==> config.mk <==
export PLATFORM = sky130hd
export DESIGN_NAME = pc_io_port_pic_keyboard
export DESIGN_NICKNAME = d
export VERILOG_FILES = /design/src/rtl/pcio_pkg.sv /design/src/rtl/pcio_pic.sv /design/src/rtl/pcio_scanq.sv /design/src/rtl/pcio_regs.sv /design/src/rtl/pc_io_port_pic_keyboard.sv
export SDC_FILE = /design/constraint.sdc
export NUM_CORES = 1
export LEC_CHECK = 0
export BUFFER_PORTS_ARGS = -buffer_cell sky130_fd_sc_hd__buf_2
export CORE_AREA = 2 2 104 157
export DETAILED_ROUTE_END_ITERATION = 8
export DIE_AREA = 0 0 106 159
export SLEW_MARGIN = 20
export SYNTH_ARGS = -nofsm -noshare
export SYNTH_HDL_FRONTEND = slang
export SYNTH_SLANG_ARGS = --single-unit
export TNS_END_PERCENT = 50
==> constraint.sdc <==
create_clock -name i_clk -period 2.5 [get_ports i_clk]
set_clock_uncertainty 0.2 [all_clocks]
set_input_delay 0.125 -clock i_clk [delete_from_list [all_inputs] [get_ports i_clk]]
set_output_delay 0.125 -clock i_clk [all_outputs]
set_load 0.05 [all_outputs]
==> src/rtl/pcio_pkg.sv <==
`timescale 1ns / 1ps
`default_nettype none

package pcio_pkg;

    localparam int BUFFER_SLOTS_DEF  = 5;
    localparam int TICKS_PER_IRQ_DEF = 4;

    localparam logic [1:0] CMD_READ  = 2'd0;
    localparam logic [1:0] CMD_WRITE = 2'd1;
    localparam logic [1:0] CMD_PUSH  = 2'd2;
    localparam logic [1:0] CMD_TICK  = 2'd3;

    localparam logic [15:0] PORT_PIC_CMD      = 16'h0020;
    localparam logic [15:0] PORT_PIC_MASK     = 16'h0021;
    localparam logic [15:0] PORT_TIMER0       = 16'h0040;
    localparam logic [15:0] PORT_TIMER1       = 16'h0041;
    localparam logic [15:0] PORT_TIMER2       = 16'h0042;
    localparam logic [15:0] PORT_TIMER_CTL    = 16'h0043;
    localparam logic [15:0] PORT_KBD_DATA     = 16'h0060;
    localparam logic [15:0] PORT_KBD_CTL      = 16'h0061;
    localparam logic [15:0] PORT_SERIAL_LSR   = 16'h02FD;
    localparam logic [15:0] PORT_VIDEO_STATUS = 16'h03DA;

    localparam logic [7:0] PIC_EOI          = 8'h20;
    localparam logic [7:0] KBD_CTL_VALUE    = 8'hD0;
    localparam logic [7:0] SERIAL_LSR_VALUE = 8'hFF;
    localparam logic [7:0] VIDEO_TOGGLE     = 8'h09;
    localparam logic [7:0] MASK_RESET       = 8'hFC;

    localparam logic [3:0] VEC_NONE  = 4'd0;
    localparam logic [3:0] VEC_TIMER = 4'd8;
    localparam logic [3:0] VEC_KBD   = 4'd9;

    localparam int LINE_TIMER = 0;
    localparam int LINE_KBD   = 1;

    typedef struct packed {
        logic [1:0]  command;
        logic [15:0] port;
        logic [7:0]  value;
        logic        last_code;
        logic        cpu_int_enable;
    } t_in_item;

    typedef struct packed {
        logic [7:0] read_data;
        logic       int_valid;
        logic [3:0] int_vector;
        logic       int_deferred;
        logic [2:0] free_slots;
        logic       overflow;
    } t_out_item;

    typedef struct packed {
        logic       timer_raise;
        logic       kbd_raise;
        logic       eoi;
        logic       deliver;
        logic       ie;
        logic       mask_we;
        logic [7:0] mask_data;
    } t_pic_ev;

    typedef struct packed {
        logic [7:0] mask;
        logic       kbd_in_service;
        logic       int_valid;
        logic [3:0] int_vector;
        logic       int_deferred;
    } t_pic_sts;

    typedef struct packed {
        logic       push;
        logic       pop_req;
        logic       rd;
        logic [7:0] data;
    } t_q_ctl;

    typedef struct packed {
        logic       full;
        logic       refill;
        logic [7:0] kbd_data;
        logic [2:0] free_slots;
    } t_q_sts;

    typedef struct packed {
        logic tick;
        logic timer_rd;
        logic video_rd;
        logic toggle_set;
    } t_reg_ctl;

    typedef struct packed {
        logic       timer_raise;
        logic [7:0] timer_data;
        logic [7:0] video_data;
    } t_reg_sts;

endpackage

`default_nettype wire

==> src/rtl/pcio_pic.sv <==
`timescale 1ns / 1ps
`default_nettype none

module pcio_pic (
    input  wire                logic i_clk,
    input  wire                logic i_rst_n,
    input  pcio_pkg::t_pic_ev  i_ev,
    output pcio_pkg::t_pic_sts o_sts
);

    logic [1:0] r_req, n_req;
    logic [1:0] r_is, n_is;
    logic [7:0] r_mask, n_mask;
    logic [1:0] w_req1, w_is1, w_rdy;

    always_comb begin
        w_req1 = r_req | {i_ev.kbd_raise, i_ev.timer_raise};
        w_is1  = i_ev.eoi ? 2'b00 : r_is;
        w_rdy  = w_req1 & ~r_mask[1:0];
        n_req  = w_req1;
        n_is   = w_is1;
        n_mask = i_ev.mask_we ? i_ev.mask_data : r_mask;
        o_sts.mask           = r_mask;
        o_sts.kbd_in_service = r_is[pcio_pkg::LINE_KBD];
        o_sts.int_valid      = 1'b0;
        o_sts.int_vector     = pcio_pkg::VEC_NONE;
        o_sts.int_deferred   = 1'b0;
        if (i_ev.deliver && (w_is1 == 2'b00)) begin
            if (w_rdy[pcio_pkg::LINE_TIMER]) begin
                n_is                          = 2'b00;
                n_is[pcio_pkg::LINE_TIMER]    = 1'b1;
                n_req[pcio_pkg::LINE_TIMER]   = 1'b0;
                o_sts.int_valid               = 1'b1;
                o_sts.int_vector              = pcio_pkg::VEC_TIMER;
                o_sts.int_deferred            = ~i_ev.ie;
            end else if (w_rdy[pcio_pkg::LINE_KBD]) begin
                n_is                          = 2'b00;
                n_is[pcio_pkg::LINE_KBD]      = 1'b1;
                n_req[pcio_pkg::LINE_KBD]     = 1'b0;
                o_sts.int_valid               = 1'b1;
                o_sts.int_vector              = pcio_pkg::VEC_KBD;
                o_sts.int_deferred            = ~i_ev.ie;
            end
        end
    end

    always_ff @(posedge i_clk) begin
        if (!i_rst_n) begin
            r_req  <= 2'b00;
            r_is   <= 2'b00;
            r_mask <= pcio_pkg::MASK_RESET;
        end else begin
            r_req  <= n_req;
            r_is   <= n_is;
            r_mask <= n_mask;
        end
    end

    a_single_in_service: assert property (@(posedge i_clk) disable iff (!i_rst_n)
        $onehot0(r_is))
        else $error("more than one line in service");

    a_delivery_sets_service: assert property (@(posedge i_clk) disable iff (!i_rst_n)
        o_sts.int_valid |=> (r_is != 2'b00))
        else $error("delivered interrupt not in service");

    a_delivery_needs_idle: assert property (@(posedge i_clk) disable iff (!i_rst_n)
        (o_sts.int_valid && !i_ev.eoi) |-> (r_is == 2'b00))
        else $error("delivery while a line is in service");

endmodule

`default_nettype wire

==> src/rtl/pcio_scanq.sv <==
`timescale 1ns / 1ps
`default_nettype none

module pcio_scanq #(
    parameter int BUFFER_SLOTS = pcio_pkg::BUFFER_SLOTS_DEF
) (
    input  wire              logic i_clk,
    input  wire              logic i_rst_n,
    input  pcio_pkg::t_q_ctl i_ctl,
    output pcio_pkg::t_q_sts o_sts
);

    localparam int PW = $clog2(BUFFER_SLOTS);
    localparam int FW = (PW > 3) ? PW : 3;
    localparam logic [PW-1:0] LAST_SLOT = PW'(BUFFER_SLOTS - 1);

    logic [7:0]    mem [BUFFER_SLOTS];
    logic [PW-1:0] r_wp, n_wp;
    logic [PW-1:0] r_rp, n_rp;
    logic [PW-1:0] r_count, n_count;
    logic [7:0]    r_head;
    logic [7:0]    r_last, n_last;
    logic          w_full, w_empty, w_push_ok, w_pop;
    logic [FW-1:0] w_free;

    always_comb begin
        w_full    = (r_count == LAST_SLOT);
        w_empty   = (r_count == '0);
        w_push_ok = i_ctl.push && !w_full;
        w_pop     = i_ctl.pop_req && !w_empty;
        n_wp      = r_wp;
        n_rp      = r_rp;
        n_count   = r_count;
        if (w_push_ok) begin
            n_wp    = (r_wp == LAST_SLOT) ? '0 : r_wp + 1'b1;
            n_count = r_count + 1'b1;
        end
        if (w_pop) begin
            n_rp    = (r_rp == LAST_SLOT) ? '0 : r_rp + 1'b1;
            n_count = r_count - 1'b1;
        end
        n_last = (i_ctl.rd && !w_empty) ? r_head : r_last;
        w_free = FW'(BUFFER_SLOTS - 1) - FW'(n_count);
        o_sts.full       = w_full;
        o_sts.refill     = w_pop && (r_count != PW'(1));
        o_sts.kbd_data   = w_empty ? r_last : r_head;
        o_sts.free_slots = w_free[2:0];
    end

    always_ff @(posedge i_clk) begin
        if (w_push_ok) begin
            mem[r_wp] <= i_ctl.data;
        end
    end

    // head register, bypassed when writing the slot about to be read
    always_ff @(posedge i_clk) begin
        if (w_push_ok && (r_wp == n_rp)) begin
            r_head <= i_ctl.data;
        end else begin
            r_head <= mem[n_rp];
        end
    end

    always_ff @(posedge i_clk) begin
        if (!i_rst_n) begin
            r_wp    <= '0;
            r_rp    <= '0;
            r_count <= '0;
            r_last  <= 8'h00;
        end else begin
            r_wp    <= n_wp;
            r_rp    <= n_rp;
            r_count <= n_count;
            r_last  <= n_last;
        end
    end

    a_count_bound: assert property (@(posedge i_clk) disable iff (!i_rst_n)
        r_count <= LAST_SLOT)
        else $error("queue count beyond capacity");

    a_count_matches_ptrs: assert property (@(posedge i_clk) disable iff (!i_rst_n)
        r_count == ((r_wp >= r_rp) ? (r_wp - r_rp) : (PW'(BUFFER_SLOTS) + r_wp - r_rp)))
        else $error("queue count disagrees with pointers");

endmodule

`default_nettype wire

==> src/rtl/pcio_regs.sv <==
`timescale 1ns / 1ps
`default_nettype none

module pcio_regs #(
    parameter int TICKS_PER_IRQ = pcio_pkg::TICKS_PER_IRQ_DEF
) (
    input  wire                logic i_clk,
    input  wire                logic i_rst_n,
    input  pcio_pkg::t_reg_ctl i_ctl,
    output pcio_pkg::t_reg_sts o_sts
);

    localparam int DW = $clog2(TICKS_PER_IRQ + 1);
    localparam logic [DW-1:0] DIV_RELOAD = DW'(TICKS_PER_IRQ);

    logic [DW-1:0] r_div, n_div;
    logic [15:0]   r_latch, n_latch;
    logic          r_toggle, n_toggle;
    logic [7:0]    r_video, n_video;

    always_comb begin
        n_div    = r_div;
        n_latch  = r_latch;
        n_toggle = r_toggle;
        n_video  = r_video;
        o_sts.timer_raise = 1'b0;
        o_sts.timer_data  = r_toggle ? r_latch[7:0] : r_latch[15:8];
        o_sts.video_data  = r_video;
        if (i_ctl.tick) begin
            if (r_div <= DW'(1)) begin
                o_sts.timer_raise = 1'b1;
                n_div             = DIV_RELOAD;
            end else begin
                n_div = r_div - 1'b1;
            end
        end
        if (i_ctl.timer_rd) begin
            n_toggle = ~r_toggle;
            if (!r_toggle) begin
                n_latch = r_latch + 16'd1;
            end
        end
        if (i_ctl.toggle_set) begin
            n_toggle = 1'b1;
        end
        if (i_ctl.video_rd) begin
            n_video = r_video ^ pcio_pkg::VIDEO_TOGGLE;
        end
    end

    always_ff @(posedge i_clk) begin
        if (!i_rst_n) begin
            r_div    <= DIV_RELOAD;
            r_latch  <= 16'h0000;
            r_toggle <= 1'b1;
            r_video  <= 8'h00;
        end else begin
            r_div    <= n_div;
            r_latch  <= n_latch;
            r_toggle <= n_toggle;
            r_video  <= n_video;
        end
    end

endmodule

`default_nettype wire

==> src/rtl/pc_io_port_pic_keyboard.sv <==
`timescale 1ns / 1ps
`default_nettype none

// PC I/O block: port reads and writes, keyboard scancode pushes and timer ticks in,
// one result transaction out for every input transaction, in order. A transaction
// is taken into an input register, processed combinationally against the interrupt
// controller, scancode queue and timer/video registers, and lands in a result
// register; one transaction per clock is sustained while results are taken. The
// input side keeps accepting while a result waits, stalling only when both the
// input and result registers are full and the result is not being taken.
module pc_io_port_pic_keyboard #(
    parameter int BUFFER_SLOTS  = pcio_pkg::BUFFER_SLOTS_DEF,
    parameter int TICKS_PER_IRQ = pcio_pkg::TICKS_PER_IRQ_DEF
) (
    input  wire                 logic i_clk,
    input  wire                 logic i_rst_n,
    input  wire                 logic i_in_valid,
    output logic                o_in_ready,
    input  pcio_pkg::t_in_item  i_item,
    output logic                o_out_valid,
    input  wire                 logic i_out_ready,
    output pcio_pkg::t_out_item o_result
);

    logic                r_in_valid;
    pcio_pkg::t_in_item  r_item;
    logic                r_out_valid;
    pcio_pkg::t_out_item r_out, n_out;
    logic                w_fire;

    pcio_pkg::t_pic_ev  w_pic_ev;
    pcio_pkg::t_pic_sts w_pic_sts;
    pcio_pkg::t_q_ctl   w_q_ctl;
    pcio_pkg::t_q_sts   w_q_sts;
    pcio_pkg::t_reg_ctl w_reg_ctl;
    pcio_pkg::t_reg_sts w_reg_sts;

    logic [7:0] w_rd_data;
    logic       w_push, w_eoi, w_tick;

    assign w_fire      = r_in_valid && (!r_out_valid || i_out_ready);
    assign o_in_ready  = !r_in_valid || w_fire;
    assign o_out_valid = r_out_valid;
    assign o_result    = r_out;

    always_comb begin
        w_reg_ctl = '0;
        w_q_ctl   = '0;
        w_rd_data = 8'h00;
        w_push    = 1'b0;
        w_eoi     = 1'b0;
        w_tick    = 1'b0;
        w_pic_ev  = '0;
        w_q_ctl.data = r_item.value;
        if (w_fire) begin
            unique case (r_item.command)
                pcio_pkg::CMD_READ: begin
                    unique case (r_item.port) inside
                        pcio_pkg::PORT_PIC_MASK: w_rd_data = w_pic_sts.mask;
                        pcio_pkg::PORT_TIMER0, pcio_pkg::PORT_TIMER1,
                        pcio_pkg::PORT_TIMER2: begin
                            w_reg_ctl.timer_rd = 1'b1;
                            w_rd_data          = w_reg_sts.timer_data;
                        end
                        pcio_pkg::PORT_KBD_DATA: begin
                            w_q_ctl.rd = 1'b1;
                            w_rd_data  = w_q_sts.kbd_data;
                        end
                        pcio_pkg::PORT_KBD_CTL:    w_rd_data = pcio_pkg::KBD_CTL_VALUE;
                        pcio_pkg::PORT_SERIAL_LSR: w_rd_data = pcio_pkg::SERIAL_LSR_VALUE;
                        pcio_pkg::PORT_VIDEO_STATUS: begin
                            w_reg_ctl.video_rd = 1'b1;
                            w_rd_data          = w_reg_sts.video_data;
                        end
                        default: w_rd_data = 8'h00;
                    endcase
                end
                pcio_pkg::CMD_WRITE: begin
                    w_eoi = (r_item.port == pcio_pkg::PORT_PIC_CMD)
                         && (r_item.value == pcio_pkg::PIC_EOI);
                    w_pic_ev.mask_we     = (r_item.port == pcio_pkg::PORT_PIC_MASK);
                    w_reg_ctl.toggle_set = (r_item.port == pcio_pkg::PORT_TIMER_CTL);
                end
                pcio_pkg::CMD_PUSH: w_push = 1'b1;
                pcio_pkg::CMD_TICK: w_tick = 1'b1;
                default: w_tick = 1'b0;
            endcase
        end
        w_reg_ctl.tick       = w_tick;
        w_q_ctl.push         = w_push;
        w_q_ctl.pop_req      = w_eoi && w_pic_sts.kbd_in_service;
        w_pic_ev.timer_raise = w_reg_sts.timer_raise;
        w_pic_ev.kbd_raise   = (w_push && r_item.last_code) || w_q_sts.refill;
        w_pic_ev.eoi         = w_eoi;
        w_pic_ev.deliver     = w_eoi || w_tick;
        w_pic_ev.ie          = r_item.cpu_int_enable;
        w_pic_ev.mask_data   = r_item.value;

        n_out.read_data    = w_rd_data;
        n_out.int_valid    = w_pic_sts.int_valid;
        n_out.int_vector   = w_pic_sts.int_vector;
        n_out.int_deferred = w_pic_sts.int_deferred;
        n_out.free_slots   = w_q_sts.free_slots;
        n_out.overflow     = w_push && w_q_sts.full;
    end

    pcio_pic u_pic (
        .i_clk   (i_clk),
        .i_rst_n (i_rst_n),
        .i_ev    (w_pic_ev),
        .o_sts   (w_pic_sts)
    );

    pcio_scanq #(
        .BUFFER_SLOTS (BUFFER_SLOTS)
    ) u_scanq (
        .i_clk   (i_clk),
        .i_rst_n (i_rst_n),
        .i_ctl   (w_q_ctl),
        .o_sts   (w_q_sts)
    );

    pcio_regs #(
        .TICKS_PER_IRQ (TICKS_PER_IRQ)
    ) u_regs (
        .i_clk   (i_clk),
        .i_rst_n (i_rst_n),
        .i_ctl   (w_reg_ctl),
        .o_sts   (w_reg_sts)
    );

    always_ff @(posedge i_clk) begin
        if (o_in_ready) begin
            r_item <= i_item;
        end
        if (w_fire) begin
            r_out <= n_out;
        end
    end

    always_ff @(posedge i_clk) begin
        if (!i_rst_n) begin
            r_in_valid  <= 1'b0;
            r_out_valid <= 1'b0;
        end else begin
            if (o_in_ready) begin
                r_in_valid <= i_in_valid;
            end
            if (w_fire) begin
                r_out_valid <= 1'b1;
            end else if (i_out_ready) begin
                r_out_valid <= 1'b0;
            end
        end
    end

endmodule

`default_nettype wire

==> flow_summary.toml <==
[outcome]
outcome = "finished, violations left"
violations = "negative setup slack"

[clock_network]
root_buffer = "clkbuf_16"
cts_max_path_buffers = 2
tritoncts = "yes"
cts_buffers = 17
cts_sinks = 139
htree_levels = 4
clkSlewWorstSetupHoldPaths_ps = 60
insertion_delay_ps = 420

[worst_setup_path]
critPathCaptureType = "flip-flop"
max_stage_delay_ps = 510
crit_family = "simple AND/OR/NAND/NOR gates"
path_class = "reg2reg"
path_max_fanout = 4
arrival_ps = 2490
start_kind = "flip-flop"
cp_num_buf_inv = 2
cp_slowest_cell = "or4_4"
cp_cell_sequence = "nor4_2 > buf_4 > nand4_1 > or4_4 > nand2_4 > xnor2_2 > inv_2 > ha_4 > xnor2_1"
worstPathRequired_ps = 2460

[logic_synthesis]
ys_async_sr_fraction_pct = 0
synth_top_cells_by_area = "edfxtp_1 41%, dfxtp_1 18%, mux2i_1 3.1%"
netlist_area_um2 = 6110
synth-edff-count = 83
ys_seq_area_share_pct = 59.2
synth_area_per_cell_um2 = 12.4
ys_warn_count = 0
synthFlopType = "edfxtp_1"
synth_fa_ha_area_share_pct = 2.46
synth_cell_type_count = 60
synth_top_family_by_area = "simple AND/OR/NAND/NOR gates"
synth_xor_area_share_pct = 2.01
synth-seq-cells = 139
synth.area.mux_share_pct = 7.85
yosysTopAreaCellShare_pct = 40.8
synth_compound_area_share_pct = 8.24
yosys.area_share.simple_pct = 17.3
synth_top_area_cell = "edfxtp_1"
synthCells = 494

[timing]
maxSlewHeadroom_pct = 38.0
holdWs_ps = 115
fin_crit_sh_pct = 101
rsz0062_at_grt = "yes"
finalHoldViolations = 0
setup_violations = 1
fin_crit_ps = 2530
slew_violations = 0
finalWorstSetupSlack_ps = -28.7
tightestPinTransition_ps = 930
fmax_mhz = 395

[layout]
antennaDiodeCount = 0
drive_gt1_share_pct = 28.5
synthToLayoutAreaGrowth_pct = 30.1
fin_cells = 848
layout.nets = 676
multi_input_area_um2 = 2390
final_util_pct = 51.3
seq_area_um2 = 3620
nFillCells = 1351

[floorplanning]
rows = 56
start_util_pct = 39.4
boundaryPins = 52
coreArea_um2 = 15500
die_x_um = 106
die_area_um2 = 16900
die_h_um = 159

[placed_design]
detailedPlace.worstSlack_ps = -175
place_inst = 781
gp_congestion = 0.853
dp_hpwl_um = 9500
port_buffers = 49

[global_routing]
grt_pass1_wl_um = 21800
grt_pass1_vias = 4446
grtUsageTotal_pct = 16.7
antenna_found_initial = 0
globalRouteOverflowTotal = 0
grt_max_degree = 55

[drt]
drc = 0
firstDrtPassIters = 5
vias = 4373
met2WireLength_um = 7180
routed_wl_um = 13400
m1WireLength_um = 5290
wire_per_inst_um = 15.8
vias_per_cell = 5.16
first_iter_violations = 217
met3WireLength_um = 556
topRoutingLayerUsed = "met4"
drtAntennaViolNets = 0

[worst_hold_path]
hold_path_class = "in2reg"

[power]
power_density_nw_per_um2 = 687
p_leak_nw = 3.03
ir_worst_vdd_mv = 0.419

[job]
maxCapViolCount = 0
-- kinds of logic (layout without fill, tap and decap cells) --
kind of cell / after synthesis / after routing
flops: 139 / 139
buf+inv: 39 / 189
mux: 36 / 36
other cells: 1 / 2
compound gates: 72 / 72
simple gates: 181 / 181
xor+xnor: 14 / 14
fa+ha+maj: 12 / 12
-- cells in the mapped netlist, drive strengths merged (7+ instances only) --
cell     n
buf     12
a21oi   17
mux2     9
edfxtp  83
nor4    12
dfxtp   56
ha      12
mux4     8
a21boi   7
and2    18
nand3   16
o21ai   10
nand2   50
nor2b   12
or3      9
inv     16
nand4   11
nor2    16
clkbuf  11
nor3     9
xnor2    9
o211a    9
o211ai   7
and3     7
mux2i   19
-- per-layer routing --
metal  GRT usage [%]  vias up
met5               0        -
met1            18.7     2101
li1                -     2119
met2            29.8      117
met4            8.19        0
met3            3.40       36
-- final cells by class --
class | count | share of cell area, %
tap | 203 | 3.20
multi-input combinational | 317 | 30.1
sequential | 139 | 45.5
timing repair buffer | 141 | 12.7
clock buffer | 21 | 5.92
inverter | 16 | 0.756
clock inverter | 11 | 1.78
-- worst reg2reg max path, delay by kind of cell, from the launching register on --
| kind | cells | cell delay, ps |
|---|---|---|
| adders and majority gates | 1 | 160 |
| and+or+nand+nor | 4 | 1030 |
| buffers and inverters | 2 | 220 |
| xor gates and xnor gates | 2 | 250 |
| DFF | 1 | 410 |
-- stage by stage --
stage	power, mW	setup TNS, ps	cell area (µm²)
2_1_floorplan	2.77	0	6140
3_3_place_gp	2.89	-116	6930
3_5_place_dp	2.90	-384	6930
4_1_cts	5.49	-52.4	7880
5_1_grt	5.64	-278	7940
6_report	5.46	-28.7	7940
-- power by group --
part	total [mW]	switching [mW]	internal, mW
Combinational	0.385	0.222	0.162
Clock	2.56	0.915	1.64
Sequential	2.51	0.0306	2.48
Total	5.46	1.17	4.29
-- cells in the final DEF, fill, tap and decap left out, drive strengths merged, types with 16 or more instances in the layout --
cell type    synthesis  layout
dfxtp               56      56
edfxtp              83      83
nand2               50      50
inv                 16      17
nand3               16      16
and2                18      18
clkbuf              11      21
a21oi               17      17
dlygate4sd3          0      30
nor2                16      16
buf                 12     111
mux2i               19      19
-- path summary, 6_finish.rpt --
kind                            start                      endpoint  slack, ps  cells past startpoint
min                           i_rst_n  u_pic.r_mask[5]$_SDFFE_PN1P_        120                      2
max              r_item[13]$_DFFE_PP_         o_result[3]$_DFFE_PP_        -30                      9
min reg2reg  u_pic.r_is[0]$_SDFF_PN0_      u_pic.r_is[0]$_SDFF_PN0_        280                      2
max reg2reg      r_item[13]$_DFFE_PP_         o_result[3]$_DFFE_PP_        -30                      9
-- flip-flops by register name, summed over array words and instances, names as in the netlist, named ones only --
name,cells
u_pic.r_mask,8
o_result,15
u_scanq.mem,40
u_regs.r_latch,16
u_scanq.r_count,3
u_pic.r_req,2
u_scanq.r_wp,3
u_pic.r_is,2
r_item,28
r_in_valid,1
u_scanq.r_rp,3
o_out_valid,1
u_scanq.r_last,8
u_regs.r_toggle,1
u_regs.r_div,3
u_regs.r_video,2
-- what timing repair did --
item | in CTS | in global routing
pin swaps | 0 | 7
hold buffers | 30 | 0
resized for setup | 5 | 8
hold endpoints to repair | 30 | 0
endpoints found under the setup margin | 5 | 16
setup buffers | 1 | 4
Power figures use the tool's default switching activity.
